===== config.mk =====
export PLATFORM = sky130hd
export DESIGN_NAME = pcf_queue
export DESIGN_NICKNAME = d
export VERILOG_FILES = /design/src/rtl/pcf_pkg.sv /design/src/rtl/pcf_queue.sv
export VERILOG_INCLUDE_DIRS = /design/src /design/src/rtl
export SDC_FILE = /design/constraint.sdc
export NUM_CORES = 1
export LEC_CHECK = 0
export CORE_MARGIN = 4
export CORE_UTILIZATION = 63
export DETAILED_ROUTE_END_ITERATION = 8
export DONT_BUFFER_PORTS = 1
export PLACE_DENSITY = 0.79
export SLEW_MARGIN = 20
export SYNTH_ARGS = -nofsm -noshare
export SYNTH_HDL_FRONTEND = slang
export SYNTH_SLANG_ARGS = --single-unit

===== constraint.sdc =====
create_clock -name clk -period 3.9 [get_ports clk]
set_clock_uncertainty 0.05 [all_clocks]
set_input_delay 0.195 -clock clk [delete_from_list [all_inputs] [get_ports clk]]
set_output_delay 0.195 -clock clk [all_outputs]
set_load 0.01 [all_outputs]

===== src/rtl/assert_macros.svh =====
// assertion helpers shared by the rtl
`ifndef ASSERT_MACROS_SVH
`define ASSERT_MACROS_SVH

// clocked check, quiet while reset is asserted
`define PCF_ASSERT(lbl, clk, rst_n, prop) \
	lbl: assert property (@(posedge clk) disable iff (!rst_n) prop) \
		else $error("pcf assertion failed");

// clocked check, also active during reset
`define PCF_ASSERT_ALWAYS(lbl, clk, prop) \
	lbl: assert property (@(posedge clk) prop) \
		else $error("pcf assertion failed");

`endif


===== src/rtl/pcf_pkg.sv =====
package pcf_pkg;

	localparam int unsigned QUEUE_DEPTH = 4;
	localparam int unsigned CFG_ADDR_W  = 2;
	localparam int unsigned ROOT_STEPS  = 32;
	localparam logic [47:0] MASS_MAX    = 48'hFFFF_FFFF_FFFF;

	typedef enum logic [CFG_ADDR_W-1:0] {
		CFG_CENTRE_X,
		CFG_CENTRE_Y,
		CFG_CENTRE_Z,
		CFG_CAPTURE_RADIUS
	} cfg_idx_t;

	typedef struct packed {
		logic signed [31:0] pos_x;
		logic signed [31:0] pos_y;
		logic signed [31:0] pos_z;
		logic [31:0]        mass;
		logic               last_particle;
	} in_t;

	typedef struct packed {
		logic        keep;
		logic        pass_done;
		logic [47:0] captured_mass;
		logic [31:0] new_radius;
	} out_t;

	typedef struct packed {
		logic signed [31:0] centre_x;
		logic signed [31:0] centre_y;
		logic signed [31:0] centre_z;
		logic [61:0]        radius_sq;
	} cfg_t;

	typedef struct packed {
		logic        keep;
		logic        last;
		logic [63:0] dist_sq;
		logic [31:0] mass;
	} qent_t;

endpackage


===== src/rtl/pcf_queue.sv =====
`include "assert_macros.svh"

module pcf_queue import pcf_pkg::*; #(
	parameter int unsigned DEPTH = QUEUE_DEPTH
) (
	input  logic  clk,
	input  logic  arst_n,
	input  logic  push,
	input  qent_t push_data,
	output logic  full,
	input  logic  pop,
	output logic  pop_valid,
	output qent_t pop_data
);

	localparam int unsigned PTR_W = (DEPTH > 1) ? $clog2(DEPTH) : 1;
	localparam int unsigned CNT_W = $clog2(DEPTH + 1);

	qent_t            mem_q [DEPTH];
	logic [PTR_W-1:0] wr_ptr_q, rd_ptr_q;
	logic [CNT_W-1:0] count_q;

	assign full      = count_q == CNT_W'(DEPTH);
	assign pop_valid = count_q != '0;
	assign pop_data  = mem_q[rd_ptr_q];

	always_ff @(posedge clk) begin
		if (push) begin
			mem_q[wr_ptr_q] <= push_data;
		end
	end

	always_ff @(posedge clk or negedge arst_n) begin
		if (!arst_n) begin
			wr_ptr_q <= '0;
			rd_ptr_q <= '0;
			count_q  <= '0;
		end else begin
			if (push) begin
				wr_ptr_q <= (wr_ptr_q == PTR_W'(DEPTH - 1)) ? '0 : wr_ptr_q + 1'b1;
			end
			if (pop) begin
				rd_ptr_q <= (rd_ptr_q == PTR_W'(DEPTH - 1)) ? '0 : rd_ptr_q + 1'b1;
			end
			if (push && !pop) begin
				count_q <= count_q + 1'b1;
			end else if (pop && !push) begin
				count_q <= count_q - 1'b1;
			end
		end
	end

	`PCF_ASSERT_ALWAYS(a_count_bound, clk, count_q <= CNT_W'(DEPTH))
	`PCF_ASSERT(a_no_overrun, clk, arst_n, full |-> !(push && !pop))
	`PCF_ASSERT(a_no_underrun, clk, arst_n, pop |-> pop_valid)

endmodule


* Yosys cells after proc, flatten, opt, wreduce, memory -nomap -nowiden
Memory sizes are Yosys's and may differ from the RTL's.
Index checks and enable logic that the tools add are counted.
** Storage, ports and cells
- Memory bits (writable) :: 392
- Memories :: 1
- Register bits after elaboration :: 7
- Input bits :: 102
** Memory list
- mem_q :: depth 4, bits a word 98, read ports 1, clocked after memory_dff 0, write ports 1, RTL line pcf_queue.sv:19 : qent_t mem_q [DEPTH];
** Operators by class
- Add/subtract/negate cells :: 4
- Reductions and logical operators :: 6
- Equality and inequality tests :: 3
- Muxes and demuxes :: 6
** Operators by type and width (count)
- $mux 3 :: 2
- $add 2x1->2 const B :: 2
- $eq 2x2->1 const B :: 2
- $mux 2 :: 2
- $add 3x1->3 const B :: 1
- $eq 3x3->1 const B :: 1
- $reduce_bool 3->1 :: 1
- $sub 3x1->3 const B :: 1
- $logic_and 1x1->1 :: 2
- $logic_not 1->1 :: 2
- $mux 1 :: 2
- $reduce_bool 2->1 :: 1

* Depth between registers and ports, before layout
- Depth after elaboration :: 4
- Depth in mapped cells :: 7
- Mapped depth without buffers :: 7

* Worst setup path before layout
No wires, ideal clock.
- Path type :: register -> register
- From :: register wr_ptr_q[0]
- To :: memory mem_q[2][0] (netlist bit), enable pin
- Cell stages (with the launch flop) :: 4
- Data required time :: 3.382 ns
- Setup time :: 0.468 ns
- Setup slack :: 0.493 ns
- Arrival :: 2.890 ns
- Path through :: dfrtp_1 -> inv_1 -> ha_1 -> and2_1
** RTL lines
- start, declared :: RTL line pcf_queue.sv:20 : logic [PTR_W-1:0] wr_ptr_q, rd_ptr_q;
- start signal, assigned :: RTL line pcf_queue.sv:40 : wr_ptr_q <= (wr_ptr_q == PTR_W'(DEPTH - 1)) ? '0 : wr_ptr_q + 1'b1;
- end, declared :: RTL line pcf_queue.sv:19
Straight into the memory's write port.

==> run_results.csv <==
group,metric,value,unit
drt,post-route-drc-count,0,
synthesis,synthCells,549,
grt,grt_pass1_vias,6640,
placed_design,hpwl,15110,microns
timing,worst_pin_slew,0.8907,ns
grt,grt_start_max_net_pins,60,
floorplanning,core_area,22780,sq um
placed_design,io_buffers,0,
placed_design,dpl_worst_slack,1.638,ns
synthesis,ys.flop_type,"edfxtp_1",
clock_tree,cts_num_sinks,399,
grt,grt_pass1_wl,41600,microns
synthesis,synth_edf_count,392,
floorplanning,die_w,160.5,microns
floorplanning,start_util,64.34,%
pwr,p_leak,5.495,nW
critical_path,start_kind,"register",
critical_path,cp-end-kind,"primary output",
clock_tree,cts_inserted_buffers,38,
clock_tree,cts_tree,"yes",
grt,antenna_found_initial,3,
synthesis,ys_types,20,
min_path,hold_path_class,"in2reg",
status,status,"finished clean",
grt,grt_use_total,21.40,%
timing,tns,0,ns
critical_path,r2r_start,"wr_ptr_q[0]",
layout,utilization,75.28,%
synthesis,syn-cell-area,14660,sq um
synthesis,synth.avg_cell_area,26.69,sq um
critical_path,timing.rr.end,"mem_q[0][79]",
floorplanning,ios,202,
critical_path,crit_arrival,2.48,ns
drt,drtIter0Drc,519,
timing,finalHoldViolCount,0,
pwr,ir_drop,0.5348,mV
critical_path,crit_end,"pop_data[47]",
drt,vias,6148,
timing,finalSetupViolations,0,
critical_path,worstPathMaxFanout,53,
layout,instances_no_fill,1015,
floorplanning,die_h,160.5,microns
timing,relSlewSlack,40.62,%
pwr,power_density,715.2,nW/um^2
timing,drv_slew,0,
clock_tree,path_clk_slew,0.06,ns
critical_path,reg2reg_depth,4,
floorplanning,placementRows,55,
clock_tree,clk_path_buf_depth,3,
synthesis,synth-seq-cells,399,
synthesis,yosysMostFrequentCell,"edfxtp_1",
job,max_cap_viol_count,0,
synthesis,synth_area_leaders,"edfxtp_1 (80%), mux4_2 (15%), buf_12 (1.2%)",
clock_tree,clock_latency,0.50,ns
layout,drive_above_1_share,23.43,%
synthesis,synth_common_cells,"edfxtp_1 (392), mux4_2 (98), buf_2 (10), buf_12 (9), dfrtp_1 (7)",
drt,firstDrtPassIters,4,
timing,rsz0062_at_grt,"no",
drt,wl_per_cell,26.65,microns
drt,drt-total-wl,27050,microns
synthesis,syn_nets,658,
grt,gr-total-overflow,0,
timing,min_period_over_period,69.76,%
synthesis,synth_largest_area_cell,"edfxtp_1",
critical_path,critical_path_class,"reg2out",
timing,final.min_clock_period,2.720,ns
floorplanning,dieArea,25770,sq um
drt,drtAntennaViolNets,0,
placed_design,placedInstanceArea,14920,sq um
layout,area_delta_synth_final,17.00,%
clock_tree,htree_levels,2,
placed_design,gp_congestion,0.7809,
placed_design,placedCellCount,848,
layout,nNetsFinal,786,
timing,max_freq,0.3676,GHz
synthesis,async_reset_ff_share,1.754,%
critical_path,startpoint,"rd_ptr_q[0]",
critical_path,reg2reg_slack,1.73,ns
synthesis,synth_top_cell_area_share,80.32,%
clock_tree,root_buffer,"clkbuf_16",
drt,vias_per_cell,6.057,
layout,final_area,17150,sq um
timing,fin_ws,1.180,ns
synthesis,ys_seq_area_share,81.52,%
critical_path,cp.required,3.65,ns
synthesis,yosys_warnings,0,
-- cell families (layout without fill, tap and decap cells) --
family | Yosys count | count (layout) | synth area share, %
AOI/OAI and AO/OA | 2 | 2 | 0.06830
xor gates and xnor gates | 3 | 3 | 0.1793
adders and majority gates | 7 | 7 | 0.6488
buffers and inverters | 26 | 177 | 1.904
DFF | 399 | 399 | 81.52
muxes | 101 | 101 | 15.29
other | 0 | 2 | 0
and+or+nand+nor | 11 | 11 | 0.3928
-- worst min path at each step --
| stage | startpoint | endpoint | cells after the start |
|---|---|---|---|
| global placement | arst_n | count_q[0] | 0 |
| floorplan | arst_n | count_q[0] | 0 |
| global route | push | mem_q[2][8] | 1 |
| detailed placement | arst_n | count_q[2] | 0 |
| CTS | push | mem_q[2][73] | 1 |
| finish | push | mem_q[2][4] | 1 |
-- placed cells by master (no fill, tap or decap), drive strengths merged --
cell type    synthesis  final
or3                  1      1
clkbuf               0     45
o21ai                2      2
dfrtp                7      7
diode                0      2
mux2                 3      3
inv                  4      4
buf                 22      8
nand2                2      2
mux4                98     98
edfxtp             392    392
xnor2                1      1
dlygate4sd3          0    102
nor3b                1      1
fa                   1      1
ha                   6      6
nor2                 3      3
xor2                 2      2
bufinv               0      3
and2                 4      4
clkinv               0     15
-- per-stage QoR --
stage               hold slack, ns  total power (W)
detailed placement         -0.1501         0.008745
CTS                         0.2141          0.01240
global placement           -0.1502         0.008624
finish                      0.2131          0.01226
floorplan                  -0.1506         0.008282
global route                0.2269          0.01278
-- timing repair --
item / 4_1_cts / 5_1_grt
hold buffers: 102 / 0
endpoints found under the hold margin: 404 / 0
setup buffers: 0 / 0
resized for setup: 0 / 0
-- where the power goes --
group / internal [W] / leakage, nW / switching, W
clock: 0.00209 / 0.588 / 0.00144
combinational: 0.00126 / 1.23 / 0.00157
sequential: 0.00550 / 3.68 / 0.000402
-- routing by layer --
layer / vias up / GRT usage [%] / wire length [microns]
met5: - / 0 / 13
met4: 2 / 5.905 / 629
met3: 43 / 4.799 / 1741
met2: 244 / 36.40 / 14610
met1: 3232 / 28.60 / 10060
li1: 2627 / - / -
-- layout make-up --
| cell class | instances | area, sq um |
|---|---|---|
| clock inverters | 18 | 156.4 |
| diodes | 2 | 5.005 |
| clock buffers | 45 | 1041 |
| fillers | 1161 | 5632 |
| inverters | 4 | 15.01 |
| well taps | 313 | 391.6 |
| multi-input cells | 124 | 2440 |
| repair buffers | 110 | 1144 |
| flip-flops and latches | 399 | 11950 |
-- state kept, by name, summed over array words and instances (netlist names) --
register / count
mem_q: 392
count_q: 3
wr_ptr_q: 2
rd_ptr_q: 2
-- critical path, cell delays in order, from the launching register on --
cell and delay, ns:
dfrtp_4 0.82, buf_12 0.42, mux4_2 0.63
No activity file was read; power rests on OpenSTA's default activity.
