## src/rtl/assert_macros.svh

```systemverilog
// assertion helpers shared by the rtl
`ifndef ASSERT_MACROS_SVH
`define ASSERT_MACROS_SVH

// clocked check, quiet while reset is asserted
`define PCF_ASSERT(lbl, clk, rst_n, prop) \
	lbl: assert property (@(posedge clk) disable iff (!rst_n) prop) \
		else $error("pcf assertion failed");

// clocked check, also active during reset
`define PCF_ASSERT_ALWAYS(lbl, clk, prop) \
	lbl: assert property (@(posedge clk) prop) \
		else $error("pcf assertion failed");

`endif

```

## src/rtl/pcf_pkg.sv

```systemverilog
package pcf_pkg;

	localparam int unsigned QUEUE_DEPTH = 4;
	localparam int unsigned CFG_ADDR_W  = 2;
	localparam int unsigned ROOT_STEPS  = 32;
	localparam logic [47:0] MASS_MAX    = 48'hFFFF_FFFF_FFFF;

	typedef enum logic [CFG_ADDR_W-1:0] {
		CFG_CENTRE_X,
		CFG_CENTRE_Y,
		CFG_CENTRE_Z,
		CFG_CAPTURE_RADIUS
	} cfg_idx_t;

	typedef struct packed {
		logic signed [31:0] pos_x;
		logic signed [31:0] pos_y;
		logic signed [31:0] pos_z;
		logic [31:0]        mass;
		logic               last_particle;
	} in_t;

	typedef struct packed {
		logic        keep;
		logic        pass_done;
		logic [47:0] captured_mass;
		logic [31:0] new_radius;
	} out_t;

	typedef struct packed {
		logic signed [31:0] centre_x;
		logic signed [31:0] centre_y;
		logic signed [31:0] centre_z;
		logic [61:0]        radius_sq;
	} cfg_t;

	typedef struct packed {
		logic        keep;
		logic        last;
		logic [63:0] dist_sq;
		logic [31:0] mass;
	} qent_t;

endpackage

```

## src/rtl/pcf_back.sv

```systemverilog
`include "assert_macros.svh"

module pcf_back import pcf_pkg::*; (
	input  logic        clk,
	input  logic        arst_n,
	input  logic [30:0] capture_radius,
	input  logic        q_valid,
	input  qent_t       q_data,
	output logic        pop,
	output logic        out_valid,
	input  logic        out_stall,
	output out_t        out_data
);

	typedef enum logic [1:0] {
		ST_RUN,
		ST_ROOT,
		ST_DONE
	} state_t;

	localparam logic [4:0] LAST_STEP = 5'(ROOT_STEPS - 1);

	state_t      state_q;
	logic        out_valid_q;
	out_t        out_q;
	logic [63:0] least_q;
	logic [47:0] mass_q;
	logic [63:0] rem_q, root_q, bit_q;
	logic [4:0]  step_q;
	logic        keep_hold_q;
	logic [47:0] mass_hold_q;

	logic        slot_free;
	logic        out_load;
	logic [63:0] least_next;
	logic [48:0] mass_sum;
	logic [47:0] mass_next;
	logic [64:0] trial;
	logic        take;
	logic [30:0] cand;

	assign slot_free  = !out_valid_q || !out_stall;
	assign pop        = (state_q == ST_RUN) && q_valid && slot_free;
	assign out_load   = (pop && !q_data.last) || (state_q == ST_DONE && slot_free);
	assign least_next = (q_data.keep && q_data.dist_sq < least_q) ? q_data.dist_sq : least_q;
	assign mass_sum   = {1'b0, mass_q} + {17'b0, q_data.mass};
	assign mass_next  = q_data.keep ? mass_q : (mass_sum[48] ? MASS_MAX : mass_sum[47:0]);
	assign trial      = {1'b0, root_q} + {1'b0, bit_q};
	assign take       = {1'b0, rem_q} >= trial;
	assign cand       = (root_q[31:1] < capture_radius) ? capture_radius : root_q[31:1];

	always_ff @(posedge clk or negedge arst_n) begin
		if (!arst_n) begin
			state_q     <= ST_RUN;
			out_valid_q <= 1'b0;
			least_q     <= '1;
			mass_q      <= '0;
		end else begin
			if (out_load) begin
				out_valid_q <= 1'b1;
			end else if (!out_stall) begin
				out_valid_q <= 1'b0;
			end
			case (state_q)
				ST_RUN: begin
					if (pop) begin
						if (q_data.last) begin
							least_q     <= '1;
							mass_q      <= '0;
							rem_q       <= least_next;
							root_q      <= '0;
							bit_q       <= 64'd1 << 62;
							step_q      <= '0;
							keep_hold_q <= q_data.keep;
							mass_hold_q <= mass_next;
							state_q     <= ST_ROOT;
						end else begin
							least_q                <= least_next;
							mass_q                 <= mass_next;
							out_q.keep             <= q_data.keep;
							out_q.pass_done        <= 1'b0;
							out_q.captured_mass    <= '0;
							out_q.new_radius       <= '0;
						end
					end
				end
				ST_ROOT: begin
					if (take) begin
						rem_q  <= rem_q - trial[63:0];
						root_q <= (root_q >> 1) + bit_q;
					end else begin
						root_q <= root_q >> 1;
					end
					bit_q  <= bit_q >> 2;
					step_q <= step_q + 1'b1;
					if (step_q == LAST_STEP) begin
						state_q <= ST_DONE;
					end
				end
				ST_DONE: begin
					if (slot_free) begin
						out_q.keep          <= keep_hold_q;
						out_q.pass_done     <= 1'b1;
						out_q.captured_mass <= mass_hold_q;
						out_q.new_radius    <= {1'b0, cand};
						state_q             <= ST_RUN;
					end
				end
				default: begin
					state_q <= ST_RUN;
				end
			endcase
		end
	end

	assign out_valid = out_valid_q;
	assign out_data  = out_q;

	`PCF_ASSERT(a_pass_clears, clk, arst_n,
		(pop && q_data.last) |=> (least_q == '1 && mass_q == '0))
	`PCF_ASSERT(a_root_holds_queue, clk, arst_n, (state_q != ST_RUN) |-> !pop)
	`PCF_ASSERT(a_done_after_root, clk, arst_n,
		(state_q == ST_DONE && !$past(state_q == ST_DONE)) |-> $past(state_q == ST_ROOT))

endmodule

```

## config.mk

```make
export PLATFORM = sky130hd
export DESIGN_NAME = pcf_back
export DESIGN_NICKNAME = d
export VERILOG_FILES = /design/src/rtl/pcf_pkg.sv /design/src/rtl/pcf_back.sv
export VERILOG_INCLUDE_DIRS = /design/src /design/src/rtl
export SDC_FILE = /design/constraint.sdc
export NUM_CORES = 1
export LEC_CHECK = 0
export BUFFER_PORTS_ARGS = -buffer_cell sky130_fd_sc_hd__buf_2
export CAP_MARGIN = 25
export CORE_MARGIN = 1.5
export CORE_UTILIZATION = 40
export CTS_CLUSTER_SIZE = 16
export DETAILED_ROUTE_END_ITERATION = 8
export PLACE_DENSITY_LB_ADDON = 0.15
export REMOVE_ABC_BUFFERS = 1
export SYNTH_ARGS = -nofsm -noshare
export SYNTH_HDL_FRONTEND = slang
export SYNTH_SLANG_ARGS = --single-unit
```

## constraint.sdc

```tcl
create_clock -name clk -period 12.5 [get_ports clk]
set_input_delay 0.625 -clock clk [delete_from_list [all_inputs] [get_ports clk]]
set_output_delay 0.625 -clock clk [all_outputs]
set_load 0.005 [all_outputs]
```

[Word-level counts from Yosys, hierarchy flattened]
Index checks and enable logic that the tools add are counted.
Storage, ports and cells
  bits in registers: 443
  bits of input ports: 133
  output and inout port bits: 84
  logic and storage cells: 82
Cells by class
  add/subtract/negate cells: 5
  $lt $le $gt $ge: 3
  equal/unequal tests: 10
  mux-type cells: 31
  reductions and logical operators: 19
Operators by type and width (number)
  2-to-1 mux 64 bit: 10
  case mux 64 bit (2 select lines): 3
  2-to-1 mux 82 bit: 3
  case mux 82 bit (2 select lines): 1
  2-to-1 mux 48 bit: 3
  adder 64 x 64 -> 65 bit: 1
  >= comparator 64 x 65 -> 1 bit: 1
  adder 63 x 64 -> 64 bit: 1
  less-than comparator 64 bit: 1
  subtractor 64 bit: 1
  adder 48 x 32 -> 49 bit: 1
  less-than comparator 31 bit: 1
  2-to-1 mux 31 bit: 1
  inequality test 2 bit (second input constant): 6
  AND reduction 4 bit: 3
  2-to-1 mux 5 bit: 2
  case mux 5 bit (2 select lines): 1
  AND reduction 5 bit: 2
  2-to-1 mux 2 bit: 4
  case mux 2 bit (3 select lines): 1
  adder 5 x 1 -> 5 bit (second input constant): 1
  == test 5 bit (second input constant): 1
  logical AND 1 bit: 5
  nonzero test 2 bit: 2
  8 further kinds: 12

[Depth between registers and ports, before layout]
Gate-level depths: netlist (run 1).
  depth after elaboration: 6
  gate-level depth with buffers: 26
  depth with buffers taken out: 23

[Worst setup path before layout (run 1)]
Ideal clock, no wire load.
  kind: input port to flip-flop
  start: input q_data[96] (netlist bit)
  end: register rem_q[0] (enable)
  setup time: 583 ps
  data arrival time: 13367 ps
  data required time: 11917 ps
  path slack: -1450 ps
  stages on the path: 4
  buffers on the path: 1
  cells stage by stage: clkbuf_1 -> a31oi_1 -> nor3b_1 -> a21boi_0
On the way
  cells in the longest elaborated chain, start to end: 2
Ends and longest elaborated chain
  from (decl): RTL line pcf_back.sv:8  | input qent_t q_data,
  inequality test 2 bit (no line)
  AND reduction 5 bit (no line)
  to (signal assigned): RTL line pcf_back.sv:70  | rem_q <= least_next;
  to (signal assigned): RTL line pcf_back.sv:89  | rem_q <= rem_q - trial[63:0];
  to (decl): RTL line pcf_back.sv:28  | logic [63:0] rem_q, root_q, bit_q;
Every way passes these cells.
A chain may end at the register's enable or synchronous reset.

[Worst setup path after layout (run 1)]
  start: register root_q[2]
  end: register root_q[62] (data pin)
On the way
  cells in the longest elaborated chain, start to end: 4
  elaborated cells between the ends (all ways): 5
  those cells by class: add/sub: 2; order compare: 1; mux: 2
Ends and longest elaborated chain
  from (decl): RTL line pcf_back.sv:28
  from (signal assigned): RTL line pcf_back.sv:90  | root_q <= (root_q >> 1) + bit_q;
  from (signal assigned): RTL line pcf_back.sv:92  | root_q <= root_q >> 1;
  adder 64 x 64 -> 65 bit: RTL line pcf_back.sv:48  | assign trial = {1'b0, root_q} + {1'b0, bit_q};
  >= comparator 64 x 65 -> 1 bit: RTL line pcf_back.sv:49  | assign take = {1'b0, rem_q} >= trial;
  2-to-1 mux 64 bit (*): RTL line pcf_back.sv:88  | if (take) begin
  case mux 64 bit (2 select lines) (*): RTL line pcf_back.sv:64  | case (state_q)
Mark *: on every way between the ends. The rest lies on a longest branch, timed or not.

==> results of run 1 <==
cells in the mapped netlist (11+ instances only):
library cell / n
o31ai_1: 20
o21ai_0: 206
mux2i_1: 41
nor2b_1: 19
o21a_1: 28
xor2_1: 91
mux2_2: 14
dfrtp_1: 51
edfxtp_1: 295
nand3_1: 55
nand2_1: 253
o21bai_1: 29
nand4_1: 61
o22a_1: 70
or2_2: 14
a2bb2oi_1: 11
o211ai_1: 27
a31oi_1: 86
nor3_1: 47
nor4_1: 12
clkbuf_1: 136
nand2b_1: 28
and2_1: 106
buf_2: 16
nor2_1: 260
or3_1: 18
a21oi_1: 237
a21o_1: 115
ha_1: 257
a211oi_1: 41
dfstp_2: 64
and3_1: 33
inv_1: 165
a22o_1: 21
xnor2_1: 96
a31o_2: 23
kinds of logic (layout without fill, tap and decap cells):
kind of cell	Yosys count	count (layout)	synth area share [%]
compound gates	1033	1033	22.9
mux	55	55	1.90
simple gates	935	935	15.0
fa+ha+maj	259	259	10.9
other cells	1	9	0.0125
xor+xnor	187	187	5.47
buf+inv	331	508	4.27
flops	410	410	39.5
routing by layer:
layer	share of wire (%)	global-route usage (%)
met5	0.15	0
met4	3.5	8.03
met3	4.7	3.36
met2	46	36.8
met1	45	29.5
area by class of cell:
cell class	count	share of cell area (%)
Timing Repair Buffer	248	3.99
Sequential cell	410	35.1
Clock inverter	25	0.897
Clock buffer	69	4.25
Multi-Input combinational cell	2470	50.2
Tap cell	969	3.61
Antenna cell	8	0.0595
Inverter	166	1.85
worst max-delay path, stage by stage, from the launching register on:
cell and delay (ps):
edfxtp_1 480, ha_1 380, a31oi_1 120, o21bai_1 360, a21oi_1 180, o21ai_1 440, a21boi_0 290, o41ai_1 590
a21oi_1 220, nor2_1 120, nor2_1 50, xor2_1 150, ha_1 450, and3_1 340, and2_1 190, a221oi_1 90
o21ai_1 130, a21oi_1 140, o211a_1 280, a211oi_2 570, or2_2 210, buf_4 530, o2111ai_1 230, o211a_1 180
worst paths after layout:
path                             start           to  slack (ps)  depth (start not counted)
setup / recovery             root_q[2]   root_q[62]        5460                         23
hold / removal                  arst_n   mass_q[31]         250                          2
setup reg to reg             root_q[2]   root_q[62]        5460                         23
hold reg to reg            least_q[63]  least_q[63]         510                          2
max in group asynchronous       arst_n    mass_q[7]       10830                          3
min in group clk            q_data[91]  least_q[59]         280                          2
registers in the layout, summed over array words and instances, names as in the netlist:
register     count
least_q         64
bit_q           32
root_q          64
mass_hold_q     48
keep_hold_q      1
out_data        81
out_valid        1
state_q          2
mass_q          48
rem_q           64
step_q           5
per-stage QoR:
step | util [%] | cells | TNS [ps]
2_1_floorplan | - | 3046 | -81210
3_3_place_gp | 42.9 | 4261 | 0
3_5_place_dp | 42.9 | 4262 | 0
4_1_cts | 45.3 | 4356 | 0
5_1_grt | 45.3 | 4363 | 0
6_report | 45.3 | 4365 | 0
==> run_results.csv, run 1 <==
group,metric,value,unit
status,status,"completed",
clock_tree,clk_pin_slew_worst_paths,60,ps
yosys,yosys.area.top_type,"edfxtp_1",
critical_path,path_class,"reg -> reg",
die,dieWidth,277,µm
global_route,grt_pass1_wl,136000,µm
die,pin_count,217,
drt,totalWireLength,86800,µm
drt,drtIter0Drc,1571,
place,portBuffers,215,
clock_tree,clockBufferDepth,3,
die,dieArea,0.0765,mm²
clock_tree,clock-sinks,410,
layout,finalInstanceArea,0.0336,mm²
yosys,synth_top_flop_cell,"edfxtp_1",
global_route,grt_overflow_total,0,
layout,final_common_cell,"edfxtp_1",
critical_path,crit_path_max_fanout,65,
yosys,yosys.area.top_type_share,29.6,%
yosys,synth_area,0.0299,mm²
sta,fin_ws,5460,ps
die,core_region_area,0.0742,mm²
layout,layout-drive-gt1-share,13.8,%
clock_tree,cts_tree,"done",
place,dp_slack,5570,ps
yosys,synth_cells,3211,
yosys,netlist_top_cells_area,"edfxtp_1 (30%), ha_1 (11%), dfstp_2 (5.6%), dfrtp_1 (4.3%), a21oi_1 (4.0%)",
yosys,synth-seq-cells,410,
sta,rsz0062_at_grt,"no",
sta,fin_hold_ws,253,ps
sta,tightest_slew,915,ps
sta,max_slew_margin,38.9,%
layout,nNetsFinal,3739,
drt,route.antenna.remaining_nets,0,
global_route,grt_usage,22.2,%
clock_tree,cts_htree_levels,2,
drt,viasPerCell,5.74,
die,die_y,277,µm
layout,area_growth,12.4,%
drt,vias,25000,
min_path,hold_path.class,"in -> async",
critical_path,end_kind,"flip-flop",
sta,period_share,56.3,%
global_route,antenna_found_initial,23,
drt,drc_errors,0,
critical_path,worstPathArrival,7390,ps
sta,worst_clock_skew,26.6,ps
clock_tree,root_buffer,"clkbuf_16",
sta,finalCriticalPeriod,7040,ps
clock_tree,post_cts_buffers,0,
yosys,ys_warn_count,0,
clock_tree,cts_resized,0,
place,hpwlAfterDp,64300,µm
global_route,grt_max_degree,82,
critical_path,critPathLaunchType,"flip-flop",
drt,dr.pass1.iters,5,
layout,num-fill-cells,7181,
yosys,synthDistinctLibCells,88,
sta,hold_viol_final,0,
yosys,synth_edf_count,295,
layout,seq_area,0.0118,mm²
critical_path,critPathRequiredTime,12860,ps
place,place_area,0.0319,mm²
global_route,grt_pass1_vias,24600,
drt,wire_per_inst,19.9,µm
layout,final_cell_mix,"edfxtp_1 (295), nor2_1 (259), ha_1 (257)",
place,place.gp.congestion,0.927,
clock_tree,cts_hold_buf,0,
die,initial_core_util,40.3,%
yosys,syn_area_per_cell,9.32,µm²
sta,finalMaxSlewViolations,0,
sta,max_clock_freq,142,MHz
clock_tree,clk_latency,620,ps
die,rows,100,
job,max-cap-violations,0,
layout,multi_input_area,0.0169,mm²
clock_tree,cts_buffers,51,
yosys,seq_area_frac_synth,39.5,%
sta,finalSetupViolCount,0,
yosys,async_flop_share,28.0,%
Power of run 1 is not shown: default switching activity piles up to over one toggle a cycle in this logic, so the estimate is an artifact.
==> run 2: changes to the inputs <==
==> constraint.sdc (replaced) <==
create_clock -name clk -period 5.7 [get_ports clk]
set_input_delay 0.285 -clock clk [delete_from_list [all_inputs] [get_ports clk]]
set_output_delay 0.285 -clock clk [all_outputs]
set_load 0.005 [all_outputs]
==> run_results.csv, run 2 (same netlist as run 1, synthesis figures left out) <==
group,metric,value,unit
critical_path,cp_common_cell,"buf_4",
clock_tree,root_buffer,"clkbuf_16",
layout,area_growth,20.3,%
clock_tree,cts_tree,"done",
layout,largest_register_ffs,81,
die,dieArea,0.0765,mm²
clock_tree,cts_htree_levels,2,
drt,viasPerCell,5.65,
clock_tree,clk_pin_slew_worst_paths,60,ps
drt,route.antenna.remaining_nets,0,
drt,vias,26100,
drt,drtIter0Drc,1824,
clock_tree,cts_buffers,51,
global_route,grt_overflow_total,0,
critical_path,worstPathArrival,5860,ps
drt,totalWireLength,91000,µm
clock_tree,clock-sinks,410,
die,die_y,277,µm
critical_path,slowest_delay,410,ps
sta,worst_clock_skew,20.3,ps
sta,fin_tns_setup,0,ps
layout,final_cell_mix,"edfxtp_1 (295), nor2_1 (257), ha_1 (255)",
clock_tree,clockBufferDepth,3,
die,core_region_area,0.0742,mm²
critical_path,end_kind,"flip-flop",
sta,fin_hold_ws,34.3,ps
die,initial_core_util,40.3,%
critical_path,slowest_stage,"edfxtp_1",
critical_path,critPathLaunchType,"flip-flop",
layout,nNetsFinal,3983,
place,hpwlAfterDp,67200,µm
die,rows,100,
critical_path,path_class,"reg -> reg",
critical_path,critPathRequiredTime,6050,ps
min_path,hold_path.class,"in -> reg",
sta,hold_viol_final,0,
layout,num-fill-cells,6934,
sta,finalCriticalPeriod,5510,ps
sta,max_slew_margin,28.9,%
sta,finalSetupViolCount,0,
place,place.gp.congestion,0.923,
clock_tree,clk_latency,620,ps
global_route,grt_pass1_wl,143000,µm
sta,tightest_slew,1050,ps
drt,dr.pass1.iters,5,
layout,final_common_cell,"edfxtp_1",
sta,finalMaxSlewViolations,0,
global_route,grt_usage,23.2,%
sta,period_share,96.6,%
global_route,grt_max_degree,97,
global_route,antenna_found_initial,11,
job,max-cap-violations,0,
global_route,grt_pass1_vias,25900,
drt,wire_per_inst,19.7,µm
die,dieWidth,277,µm
layout,layout-drive-gt1-share,18.1,%
status,status,"completed",
sta,max_clock_freq,182,MHz
place,portBuffers,215,
critical_path,crit_path_max_fanout,20,
die,pin_count,217,
drt,drc_errors,0,
[run 2: cell types whose count changed in the layout (fill, tap and decap cells not counted), sizes merged, moves of 4 or more]
| cell | delta |
|---|---|
| clkbuf | -5 |
| dlygate4sd3 | +88 |
| clkinv | +8 |
| buf | +156 |
| clkinvlp | -4 |
[run 2: what timing repair did]
item | 4_1_cts | 5_1_grt
gates cloned | 0 | 0
pin swaps | 0 | 10
endpoints found under the setup margin | 126 | 142
buffers inserted | 0 | 8
hold buffers | 88 | 0
hold endpoints to repair | 95 | 0
gates resized for setup | 4 | 42
[run 2: metrics by stage]
| step | util (%) | instance area, µm² | cells | worst slack, ps |
|---|---|---|---|---|
| floorplan | - | 29300 | 3046 | -7960 |
| global placement | 44.6 | 33100 | 4410 | -111 |
| detailed placement | 44.6 | 33100 | 4410 | -211 |
| CTS | 48.1 | 35700 | 4591 | 3.84 |
| global route | 48.5 | 36000 | 4607 | -33.8 |
| finish | 48.5 | 36000 | 4610 | 192 |
[run 2: final cells by class]
cell class,count,area (µm²),share of cell area [%]
clock buffers,64,1390,3.85
well taps,969,1210,3.37
inverters,166,623,1.73
clock inverters,29,349,0.969
diodes,10,25.0,0.0695
repair buffers,492,3500,9.73
multi-input cells,2470,17100,47.5
flip-flops and latches,410,11800,32.8
[run 2: metal layers]
metal  up-vias  global-route usage (%)  share of wire [%]
met5         -                       0              0.042
met3       137                    2.86                4.5
li1      12700                       -                  -
met2       669                    38.7                 47
met1     12600                    31.6                 46
met4         6                    6.19                2.4
[run 2: worst max-delay path: cells and delay by family (launching register included)]
kind            cells  cell delay (ps)
compound gates     12             1960
buf+inv             7             1210
xor+xnor            1              130
flops               1              410
fa+ha+maj           2              680
simple gates        6              850
[run 2: path summary, 6_finish.rpt]
kind | startpoint | end | slack, ps | depth (start not counted)
max in group asynchronous | arst_n | mass_q[14] | 4390 | 3
hold reg to reg | least_q[29] | least_q[29] | 510 | 1
min in group asynchronous | arst_n | mass_q[22] | 270 | 2
hold / removal | capture_radius[20] | out_data[20] | 30 | 3
setup / recovery | root_q[8] | root_q[57] | 190 | 28
setup reg to reg | root_q[8] | root_q[57] | 190 | 28
Power of run 2 is left out for the same reason.
==> run 3: changes to the inputs <==
--- a/config.mk
+++ b/config.mk
@@ -8,6 +8,7 @@
 export LEC_CHECK = 0
 export BUFFER_PORTS_ARGS = -buffer_cell sky130_fd_sc_hd__buf_2
 export CAP_MARGIN = 25
+export CORE_ASPECT_RATIO = 1.25
 export CORE_MARGIN = 1.5
 export CORE_UTILIZATION = 40
 export CTS_CLUSTER_SIZE = 16
==> run_results.csv, run 3 (same netlist as run 1, synthesis figures left out) <==
group,metric,value,unit
status,status,"finished with violations",
status,violations,"design-rule violations",
layout,multi_input_area,0.0171,mm²
drt,vias,25900,
drt,wire_per_inst,19.7,µm
die,pin_count,217,
sta,period_share,97.4,%
sta,max_slew_margin,30.2,%
die,dieArea,0.0765,mm²
sta,finalCriticalPeriod,5550,ps
critical_path,cp_common_cell,"buf_4",
layout,num-fill-cells,6854,
critical_path,path_buf_inv,7,
sta,hold_viol_final,0,
clock_tree,root_buffer,"clkbuf_16",
clock_tree,clk_latency,610,ps
sta,finalMaxSlewViolations,0,
drt,route.antenna.remaining_nets,0,
layout,utilization,48.7,%
global_route,grt_pass1_wl,142000,µm
drt,totalWireLength,90800,µm
critical_path,end_kind,"flip-flop",
critical_path,slowest_stage,"or4b_2",
place,hpwlAfterDp,66900,µm
sta,max_clock_freq,180,MHz
layout,final_cell_mix,"edfxtp_1 (295), nor2_1 (256), ha_1 (255)",
clock_tree,cts_htree_levels,2,
critical_path,critPathLaunchType,"flip-flop",
clock_tree,clockBufferDepth,3,
drt,drtIter0Drc,1732,
sta,tightest_slew,1040,ps
sta,finalSetupViolCount,0,
die,die_y,309,µm
min_path,min_to,"out_data[2]",
clock_tree,cts_tree,"done",
critical_path,crit_path_max_fanout,13,
critical_path,critPathRequiredTime,6040,ps
layout,layout-drive-gt1-share,18.2,%
layout,area_growth,20.1,%
drt,drc_errors,14,
die,dieWidth,248,µm
layout,nNetsFinal,3983,
min_path,hold_depth,3,
sta,worst_clock_skew,22.9,ps
place,place.gp.congestion,0.923,
global_route,grt_overflow_total,0,
min_path,hold_path.class,"in -> reg",
critical_path,ff2ff_setup_slack,150,ps
layout,seq_area,0.0118,mm²
global_route,grt_max_degree,103,
global_route,grt_pass1_vias,26200,
clock_tree,cts_buffers,48,
die,core_region_area,0.0737,mm²
critical_path,path_class,"reg -> reg",
job,max-cap-violations,0,
global_route,antenna_found_initial,15,
critical_path,worstPathArrival,5890,ps
drt,viasPerCell,5.63,
clock_tree,clk_pin_slew_worst_paths,60,ps
critical_path,worst_path_dominant_cell_family,"compound AO/OA/AOI/OAI gates",
layout,finalInstanceArea,0.0359,mm²
sta,fin_tns_setup,0,ps
sta,fin_hold_ws,25.8,ps
place,place_area,0.0331,mm²
layout,largest_register_ffs,81,
layout,final_common_cell,"edfxtp_1",
critical_path,r2r_end,"root_q[16]",
clock_tree,clock-sinks,410,
drt,dr.pass1.iters,9,
min_path,worstHoldStart,"capture_radius[2]",
place,portBuffers,215,
critical_path,reg2reg_from,"bit_q[30]",
global_route,grt_usage,23.4,%
die,initial_core_util,40.6,%
critical_path,reg2reg_depth,28,
die,rows,111,
critical_path,slowest_delay,630,ps
[run 3: worst max path at each step]
stage / from / end / cells after the start
final: bit_q[30] / root_q[16] / 28
after global routing: bit_q[30] / root_q[16] / 28
after CTS: root_q[16] / root_q[56] / 28
after detailed placement: bit_q[0] / rem_q[60] / 26
after global placement: bit_q[0] / rem_q[60] / 26
after floorplan: state_q[1] / rem_q[0] / 2
[run 3: final cells by class]
| cell class | instances | area share [%] |
|---|---|---|
| inverters | 166 | 1.73 |
| clock buffers | 56 | 3.49 |
| clock inverters | 33 | 0.968 |
| multi-input cells | 2470 | 47.5 |
| repair buffers | 495 | 9.97 |
| well taps | 960 | 3.34 |
| flip-flops and latches | 410 | 32.9 |
| diodes | 15 | 0.104 |
[run 3: what timing repair did]
| item | CTS | global route |
|---|---|---|
| setup endpoints to repair | 15 | 139 |
| buffers inserted | 1 | 9 |
| gates cloned | 0 | 3 |
| endpoints found under the hold margin | 119 | 0 |
| pin swaps | 1 | 16 |
| hold buffers | 78 | 0 |
| resized for setup | 5 | 36 |
[run 3: metrics by stage]
stage / setup slack [ps] / instances
2_1_floorplan: -7960 / 3046
3_3_place_gp: -180 / 4407
3_5_place_dp: -187 / 4408
4_1_cts: 28.2 / 4576
5_1_grt: -129 / 4602
6_report: 151 / 4605
[run 3: worst min-delay path: stages]
cell and delay (ps):
buf_2 90, mux2i_1 60, nor2_1 80
[run 3: per-layer routing]
layer  track usage, %  share of wire (%)  up-vias  wire length [µm]
met1             29.5                 44    12400             39500
met2             40.5                 48      663             43900
met4             9.05                3.8        6              3450
met3             2.82                4.2      170              3850
met5                0              0.042        -                38
li1                 -                  -    12700                 -
Power of run 3 is left out for the same reason.
